`config.mk`:
```
export PLATFORM = sky130hd
export DESIGN_NAME = smp_pairing_negotiation
export DESIGN_NICKNAME = d
export VERILOG_FILES = /design/src/hdl/smpn_pkg.sv /design/src/hdl/smp_pairing_negotiation.sv
export SDC_FILE = /design/constraint.sdc
export NUM_CORES = 1
export LEC_CHECK = 0
export BUFFER_PORTS_ARGS = -buffer_cell sky130_fd_sc_hd__buf_2
export CAP_MARGIN = 20
export CORE_ASPECT_RATIO = 0.5
export CORE_MARGIN = 1.5
export CORE_UTILIZATION = 51
export DETAILED_ROUTE_END_ITERATION = 8
export GPL_ROUTABILITY_DRIVEN = 0
export PLACE_DENSITY = 0.82
export REMOVE_ABC_BUFFERS = 1
export SYNTH_ARGS = -nofsm -noshare
export SYNTH_HDL_FRONTEND = slang
export SYNTH_SLANG_ARGS = --single-unit
```
`constraint.sdc`:
```
create_clock -name clk -period 4.4 [get_ports clk]
set_input_delay 0.88 -clock clk [delete_from_list [all_inputs] [get_ports clk]]
set_output_delay 0.88 -clock clk [all_outputs]
set_load 0.05 [all_outputs]
```
`src/hdl/smpn_pkg.sv`:
```
// Shared types and constants for the SMP pairing feature negotiation block.
package smpn_pkg;

  // Configuration register indexes
  localparam logic CFG_AUTH_MASK    = 1'b0;
  localparam logic CFG_KEYDIST_MASK = 1'b1;

  // Reset values of the configuration registers
  localparam logic [7:0] AUTH_MASK_RST    = 8'h3F;
  localparam logic [7:0] KEYDIST_MASK_RST = 8'h0F;

  // Auth requirement bits
  localparam int unsigned AUTH_BOND_BIT = 0;
  localparam int unsigned AUTH_MITM_BIT = 2;
  localparam int unsigned AUTH_SC_BIT   = 3;
  localparam logic [1:0]  AUTH_BOND_MAX = 2'd1;

  // IO capability codes
  localparam logic [2:0] IO_DISP_ONLY = 3'd0;
  localparam logic [2:0] IO_YES_NO    = 3'd1;
  localparam logic [2:0] IO_KEYB_ONLY = 3'd2;
  localparam logic [2:0] IO_NONE      = 3'd3;
  localparam logic [2:0] IO_KEYB_DISP = 3'd4;

  // Limits on feature fields
  localparam logic [7:0] IO_CAP_MAX   = 8'd4;
  localparam logic [7:0] OOB_FLAG_MAX = 8'd1;
  localparam logic [7:0] KEY_MIN      = 8'd7;
  localparam logic [7:0] KEY_MAX      = 8'd16;

  // Association methods
  localparam logic [2:0] M_JUST_WORKS = 3'd0;
  localparam logic [2:0] M_NUMERIC    = 3'd1;
  localparam logic [2:0] M_PK_BOTH    = 3'd2;
  localparam logic [2:0] M_PK_RSP_DSP = 3'd3;
  localparam logic [2:0] M_PK_INI_DSP = 3'd4;
  localparam logic [2:0] M_OOB        = 3'd5;

  // Stage 1 payload: checks done, agreed flags and key size
  typedef struct packed {
    logic       err;
    logic       sc;
    logic       bond;
    logic       mitm;
    logic [4:0] key_size;
    logic [7:0] init_dist;
    logic [7:0] resp_dist;
    logic [2:0] ini_io;
    logic [2:0] rsp_io;
    logic       ini_oob;
    logic       rsp_oob;
  } s1_t;

  // Stage 2 payload: method chosen
  typedef struct packed {
    logic       err;
    logic       sc;
    logic       bond;
    logic       mitm;
    logic [4:0] key_size;
    logic [7:0] init_dist;
    logic [7:0] resp_dist;
    logic [2:0] method;
  } s2_t;

endpackage

```
`src/hdl/smp_pairing_negotiation.sv`:
```
// Top level: SMP pairing feature validation and association method selection.
//
// Usage:
//   Input channel (in_valid/in_ready) carries the six feature bytes of a
//   pairing request and of the matching pairing response as one request.
//   Output channel (out_valid/out_ready) returns one result per request:
//   status, agreed SC/bonding/MITM flags, minimum key size, the response's
//   key distribution and the association method. On an invalid exchange
//   status is 1 and every other field is zero.
//   Configuration (cfg_we/cfg_index/cfg_wdata) writes the auth and key
//   distribution masks; write only while the block is empty.
// Timing:
//   Three register stages (checks, method select, output register), which
//   each request passes through in that order. One request is
//   taken every cycle while the output is drained.
// Reset and stall:
//   Synchronous active-low reset empties all stages and reloads the masks.
//   Each stage holds its request while the next one is full and stalled;
//   empty stages further up keep filling, so up to three requests are held
//   with out_ready low before in_ready drops.
module smp_pairing_negotiation
  import smpn_pkg::*;
(
  input  logic       clk,
  input  logic       rst_n,
  // configuration
  input  logic       cfg_we,
  input  logic       cfg_index,
  input  logic [7:0] cfg_wdata,
  // request channel
  input  logic       in_valid,
  output logic       in_ready,
  input  logic [7:0] in_req_io_cap,
  input  logic [7:0] in_req_oob_flag,
  input  logic [7:0] in_req_auth,
  input  logic [7:0] in_req_max_key,
  input  logic [7:0] in_req_init_dist,
  input  logic [7:0] in_req_resp_dist,
  input  logic [7:0] in_rsp_io_cap,
  input  logic [7:0] in_rsp_oob_flag,
  input  logic [7:0] in_rsp_auth,
  input  logic [7:0] in_rsp_max_key,
  input  logic [7:0] in_rsp_init_dist,
  input  logic [7:0] in_rsp_resp_dist,
  // result channel
  output logic       out_valid,
  input  logic       out_ready,
  output logic       out_status,
  output logic       out_secure_conn,
  output logic       out_bonding,
  output logic       out_mitm,
  output logic [4:0] out_key_size,
  output logic [7:0] out_init_dist,
  output logic [7:0] out_resp_dist,
  output logic [2:0] out_method
);

  logic [7:0] auth_mask_r, auth_mask_nxt;
  logic [7:0] kd_mask_r, kd_mask_nxt;

  logic       v1_r, v2_r, v3_r;
  s1_t        s1_r, s1_nxt;
  s2_t        s2_r, s2_nxt;
  s2_t        s3_r, s3_nxt;
  logic       rdy2, rdy3;
  logic       req_ok, rsp_ok, dist_ok;

  // ---------------------------------------------------------------------
  // Configuration registers
  always_comb begin
    auth_mask_nxt = auth_mask_r;
    kd_mask_nxt   = kd_mask_r;
    if (cfg_we) begin
      case (cfg_index)
        CFG_AUTH_MASK:    auth_mask_nxt = cfg_wdata;
        CFG_KEYDIST_MASK: kd_mask_nxt   = cfg_wdata;
        default:          ;
      endcase
    end
  end

  always_ff @(posedge clk) begin
    if (!rst_n) begin
      auth_mask_r <= AUTH_MASK_RST;
      kd_mask_r   <= KEYDIST_MASK_RST;
    end else begin
      auth_mask_r <= auth_mask_nxt;
      kd_mask_r   <= kd_mask_nxt;
    end
  end

  // ---------------------------------------------------------------------
  // Per-stage handshake: a stage loads when empty or when it drains
  assign rdy3     = !v3_r || out_ready;
  assign rdy2     = !v2_r || rdy3;
  assign in_ready = !v1_r || rdy2;

  always_ff @(posedge clk) begin
    if (!rst_n) begin
      v1_r <= 1'b0;
      v2_r <= 1'b0;
      v3_r <= 1'b0;
    end else begin
      if (in_ready) v1_r <= in_valid;
      if (rdy2)     v2_r <= v1_r;
      if (rdy3)     v3_r <= v2_r;
    end
  end

  // ---------------------------------------------------------------------
  // Stage 1: feature set checks, agreed flags, smaller key size
  function automatic logic set_ok(input logic [7:0] io, input logic [7:0] oob,
                                  input logic [7:0] auth, input logic [7:0] mk,
                                  input logic [7:0] idist, input logic [7:0] rdist,
                                  input logic [7:0] amask, input logic [7:0] kmask);
    set_ok = (io <= IO_CAP_MAX) && (oob <= OOB_FLAG_MAX) &&
             ((auth & ~amask) == 8'd0) && (auth[1:0] <= AUTH_BOND_MAX) &&
             (mk >= KEY_MIN) && (mk <= KEY_MAX) &&
             ((idist & ~kmask) == 8'd0) && ((rdist & ~kmask) == 8'd0);
  endfunction

  always_comb begin
    req_ok  = set_ok(in_req_io_cap, in_req_oob_flag, in_req_auth, in_req_max_key,
                     in_req_init_dist, in_req_resp_dist, auth_mask_r, kd_mask_r);
    rsp_ok  = set_ok(in_rsp_io_cap, in_rsp_oob_flag, in_rsp_auth, in_rsp_max_key,
                     in_rsp_init_dist, in_rsp_resp_dist, auth_mask_r, kd_mask_r);
    // response may not add distribution bits
    dist_ok = ((in_rsp_init_dist & ~in_req_init_dist) == 8'd0) &&
              ((in_rsp_resp_dist & ~in_req_resp_dist) == 8'd0);

    s1_nxt.err       = !(req_ok && rsp_ok && dist_ok);
    s1_nxt.sc        = in_req_auth[AUTH_SC_BIT] & in_rsp_auth[AUTH_SC_BIT];
    s1_nxt.bond      = in_req_auth[AUTH_BOND_BIT] & in_rsp_auth[AUTH_BOND_BIT];
    s1_nxt.mitm      = in_req_auth[AUTH_MITM_BIT] | in_rsp_auth[AUTH_MITM_BIT];
    s1_nxt.key_size  = (in_req_max_key < in_rsp_max_key) ? in_req_max_key[4:0]
                                                         : in_rsp_max_key[4:0];
    s1_nxt.init_dist = in_rsp_init_dist;
    s1_nxt.resp_dist = in_rsp_resp_dist;
    // valid caps are at most 4, so three bits carry them
    s1_nxt.ini_io    = in_req_io_cap[2:0];
    s1_nxt.rsp_io    = in_rsp_io_cap[2:0];
    s1_nxt.ini_oob   = (in_req_oob_flag != 8'd0);
    s1_nxt.rsp_oob   = (in_rsp_oob_flag != 8'd0);
  end

  always_ff @(posedge clk) begin
    if (in_ready && in_valid) s1_r <= s1_nxt;
  end

  // ---------------------------------------------------------------------
  // Stage 2: association method
  function automatic logic can_confirm(input logic [2:0] io);
    can_confirm = (io == IO_YES_NO) || (io == IO_KEYB_DISP);
  endfunction

  function automatic logic can_show(input logic [2:0] io);
    can_show = (io == IO_DISP_ONLY) || (io == IO_YES_NO) || (io == IO_KEYB_DISP);
  endfunction

  function automatic logic [2:0] pick_io_method(input logic [2:0] ini,
                                                input logic [2:0] rsp,
                                                input logic       sc);
    if (sc && can_confirm(ini) && can_confirm(rsp))
      pick_io_method = M_NUMERIC;
    else if (ini == IO_NONE || rsp == IO_NONE)
      pick_io_method = M_JUST_WORKS;
    else if (ini == IO_KEYB_ONLY && rsp == IO_KEYB_ONLY)
      pick_io_method = M_PK_BOTH;
    else if (ini == IO_KEYB_ONLY && can_show(rsp))
      pick_io_method = M_PK_RSP_DSP;
    else if (rsp == IO_KEYB_ONLY && can_show(ini))
      pick_io_method = M_PK_INI_DSP;
    else
      pick_io_method = M_JUST_WORKS;
  endfunction

  always_comb begin
    logic oob;
    // with SC one OOB flag is enough, otherwise both are needed
    oob = s1_r.sc ? (s1_r.ini_oob | s1_r.rsp_oob) : (s1_r.ini_oob & s1_r.rsp_oob);

    s2_nxt.err       = s1_r.err;
    s2_nxt.sc        = s1_r.sc;
    s2_nxt.bond      = s1_r.bond;
    s2_nxt.mitm      = s1_r.mitm;
    s2_nxt.key_size  = s1_r.key_size;
    s2_nxt.init_dist = s1_r.init_dist;
    s2_nxt.resp_dist = s1_r.resp_dist;
    if (oob)
      s2_nxt.method = M_OOB;
    else if (!s1_r.mitm)
      s2_nxt.method = M_JUST_WORKS;
    else
      s2_nxt.method = pick_io_method(s1_r.ini_io, s1_r.rsp_io, s1_r.sc);
  end

  always_ff @(posedge clk) begin
    if (rdy2 && v1_r) s2_r <= s2_nxt;
  end

  // ---------------------------------------------------------------------
  // Stage 3: output register, fields cleared on error
  always_comb begin
    s3_nxt = s2_r;
    if (s2_r.err) begin
      s3_nxt     = '0;
      s3_nxt.err = 1'b1;
    end
  end

  always_ff @(posedge clk) begin
    if (rdy3 && v2_r) s3_r <= s3_nxt;
  end

  assign out_valid       = v3_r;
  assign out_status      = s3_r.err;
  assign out_secure_conn = s3_r.sc;
  assign out_bonding     = s3_r.bond;
  assign out_mitm        = s3_r.mitm;
  assign out_key_size    = s3_r.key_size;
  assign out_init_dist   = s3_r.init_dist;
  assign out_resp_dist   = s3_r.resp_dist;
  assign out_method      = s3_r.method;

`ifndef ASSERT_OFF
  // error result carries no other information
  a_err_zero: assert property (@(posedge clk) disable iff (!rst_n)
    out_valid && out_status |-> out_key_size == 5'd0 && out_method == M_JUST_WORKS &&
      !out_secure_conn && !out_bonding && !out_mitm &&
      out_init_dist == 8'd0 && out_resp_dist == 8'd0)
    else $error("error result has non-zero fields");

  // agreed key size lies within the legal range
  a_key_range: assert property (@(posedge clk) disable iff (!rst_n)
    out_valid && !out_status |-> out_key_size >= 5'd7 && out_key_size <= 5'd16)
    else $error("agreed key size out of range");

  // without MITM only just works or OOB can be chosen
  a_no_mitm: assert property (@(posedge clk) disable iff (!rst_n)
    out_valid && !out_status && !out_mitm |->
      out_method == M_JUST_WORKS || out_method == M_OOB)
    else $error("passkey or numeric method without MITM");

  // method code is always a defined one
  a_method_code: assert property (@(posedge clk) disable iff (!rst_n)
    out_valid |-> out_method <= M_OOB)
    else $error("undefined method code");

  // reset empties the pipeline
  a_reset_empty: assert property (@(posedge clk)
    !rst_n |=> !out_valid && !v1_r && !v2_r)
    else $error("pipeline not empty after reset");
`endif

endmodule

```
==> key figures <==
Global route
  – GRT Overall Usage: 21.4%
  – Number of global-route vias before repair: 2949
  – Total gr overflow: 0
  – Initial antenna violation count: 0
  – First-pass GRT wire length: 14600 um
  – Largest net degree at the start of global routing: 34

Clock network
  – H-tree levels: 3
  – CTS resizes: 0
  – CTS clk-pin slew, worst paths: 0.07 ns
  – TritonCTS clock tree: yes
  – Clock Tree Buf Depth: 2
  – Clock Tree Root: clkbuf_16
  – Post-CTS Setup Bufs: 0
  – Cts hold-fix bufs: 0
  – TritonCTS Sinks: 108
  – Cts bufs inserted: 9
  – Worst-Skew Late Latency: between 0.3 and 0.4 ns

Yosys
  – Synthesized cell area: around 4400 um^2
  – Commonest cells post-synth: 89 x edfxtp_1, 38 x nand2_1, 34 x inv_1
  – Top-area cell type share of the netlist area: 60.5%
  – Synth Area in Compound Gates: about 9.0%
  – Main synth FF type: edfxtp_1
  – FFs w/ async S/R, synth: 0%
  – Number of synthesized flops with an enable pin: 89
  – Mapped Avg Cell Area: ~13 um^2
  – Synthesized-area fraction occupied by adder cells: 2.21%
  – Post-Syn Instances: 344
  – Leading area contributor after synthesis: edfxtp_1
  – Sequential fraction of the synthesis area: 69.1%
  – FF+latch count, synth: 108
  – Area contributors post-synth: edfxtp_1 61%, dfxtp_1 8.6%, nor2b_1 4.4%, nand2_1 3.2%, inv_1 2.9%
  – Largest family of logic cells by synthesized area: simple AND/OR/NAND/NOR gates
  – Count leader, synth: edfxtp_1
  – Distinct cells, synth: 46
  – Simple-gate share of the synthesized area: 14.4%
  – Area share of xor/xnor cells in the synthesized design: 0.397%
  – Post-synthesis mux area share: under 10%
  – Yosys warnings: 0

Detailed routing
  – Vias/cell: 5.22
  – Avg WL per Cell: 15.8 um
  – Final ANT Viol Nets: 0
  – DRC viols: 0
  – Routed WL: 9620 um
  – Vias after detailed routing: 3171
  – DRT iter0 DRCs: 214
  – Drt pass-1 iters: 5

Floorplanning
  – Core Footprint: 8200 um^2
  – I/O pins: 140
  – Die Y: 68.8 um
  – Row cnt: 23
  – Die width: 135 um
  – Initial core utilization: 53.9%
  – Die ar.: 9260 um^2

STA
  – Fin. Hold Viols: 0
  – Worst-Margin Slew: 0.898 ns
  – RSZ-0062 raised after global routing: no
  – Final setup viols: 0
  – Fin crit period: 2.74 ns
  – Crit share post-route: 62.3%
  – Hold Worst Slack: 0.420 ns
  – Max Fclk: 365 MHz
  – Setup TNS: 0 ns
  – Worst clock skew: 0.00262 ns
  – Final Slew Violations: 0
  – Worst slew margin: 40.1%

Setup path
  – Reg2Reg Launch Point: auth_mask_r[0]$_SDFFE_PN1P_
  – Crit path kind: input port to register
  – Max FO, Critical Path: 1
  – CP Data Arrival Time: 2.82 ns
  – CP endpoint kind: register
  – Reg-to-reg slack, setup: roughly 2.5 ns
  – Critical Path Start Type: input port
  – Reg2Reg Depth: 5
  – WP data required: 4.48 ns
  – Reg2reg end: s1_r[32]$_DFFE_PP_

Placement
  – Post-DP HPWL: 7180 um
  – Port Buffers: between 100 and 150
  – Cells after DPL: 591
  – Post-DP Area: 5270 um^2

Layout
  – Antenna fix cells: 0
  – Storage element area: 3050 um^2
  – Final #Nets: 608
  – Final Non-Filler Cells: 608
  – P&R area growth vs syn: 27.1%
  – Fill count: roughly 600
  – Layout cells sized above 1: 32.9%
  – Multi-input logic area: 1220 um^2
  – Final core occ: 68.4%
  – Post-route cell area: 5610 um^2

Status
  – Status: completed

Power
  – Pwr dens: between 300 and 400 nW/um^2
  – Static leakage: 0.00230 uW
  – Worst VDD drop: between 0.0002 and 0.0003 V

Hold path
  – Min-Delay Path Class: register to register
  – Hold_sp: s1_r[26]$_DFFE_PP_
  – Hold Path Depth: 0
  – Worst Hold End: s2_r[21]$_DFFE_PP_

Job
  – Maxcap violations: 0
[sequential cells by signal (all words and copies together), names as in the netlist, 3 cells and up]
register,flops
out_method,3
out_key_size,5
out_resp_dist,8
kd_mask_r,8
auth_mask_r,8
s1_r,33
s2_r,28
out_init_dist,8
[worst max-delay path by stage]
stage	from	to	slack (ns)
CTS	out_ready	in_ready	1.69
global route	in_rsp_io_cap[6]	s1_r[32]$_DFFE_PP_	1.59
global placement	in_rsp_io_cap[6]	s1_r[32]$_DFFE_PP_	1.51
finish	in_rsp_io_cap[6]	s1_r[32]$_DFFE_PP_	1.66
detailed placement	in_rsp_io_cap[6]	s1_r[32]$_DFFE_PP_	1.49
floorplan	out_ready	s2_r[0]$_SDFFCE_PP1P_	0.89
[where the power goes]
part,switching [uW],total (uW),internal (uW)
clock,370,826,456
combinational,129,218,88.3
sequential,28.2,1200,1170
[stage by stage]
step                total power [uW]  setup WS, ns
floorplan                       1330         0.885
global placement                1430          1.51
detailed placement              1430          1.49
CTS                             2250          1.69
global route                    2320          1.59
finish                          2240          1.66
[final cells by class]
class	instances	area share, %
Multi-Input combinational cell	193	21.8
Inverter	37	2.47
Clock inverter	7	1.65
Clock buffer	9	4.01
Sequential cell	108	54.4
Tap cell	112	2.50
Timing Repair Buffer	142	13.2
[kinds of logic (layout without fill, tap and decap cells)]
| kind of cell | count (synthesis) | after routing |
|---|---|---|
| simple gates | 121 | 121 |
| buf+inv | 43 | 195 |
| flops | 108 | 108 |
| fa+ha+maj | 8 | 8 |
| compound gates | 57 | 57 |
| mux | 5 | 5 |
| xor+xnor | 2 | 2 |
[layer usage]
| metal | wire length, um | global-route usage, % | share of wire, % | vias to the layer above |
|---|---|---|---|---|
| met5 | 0 | 0 | 0 | - |
| met4 | 182 | 9.01 | 1.9 | 0 |
| met3 | 655 | 5.56 | 6.8 | 20 |
| met2 | 4630 | 36.3 | 48 | 137 |
| met1 | 4150 | 27.1 | 43 | 1456 |
| li1 | - | - | - | 1558 |
[placed cells by master (no fill, tap or decap), types with 3 or more instances in the layout]
cell type	instances
buf_2	139
edfxtp_1	89
nand2_1	38
inv_1	34
nor2b_1	30
dfxtp_1	19
nand3_1	12
nor2_1	10
o22ai_1	9
nor4_1	9
clkbuf_16	9
o21ai_0	7
ha_1	7
a21oi_1	6
a21boi_1	6
mux2_1	5
a221oi_1	4
nor3_1	4
nand2b_1	3
or4_1	3
o21bai_1	3
o211ai_1	3
[worst max-delay path, cell delays in order]
cell and delay [ns]:
buf_2 0.09, or4_1 0.53, a2111oi_0 0.44, and3_1 0.24, nand4_1 0.10, or4_1 0.54
Power figures use the tool's default switching activity.
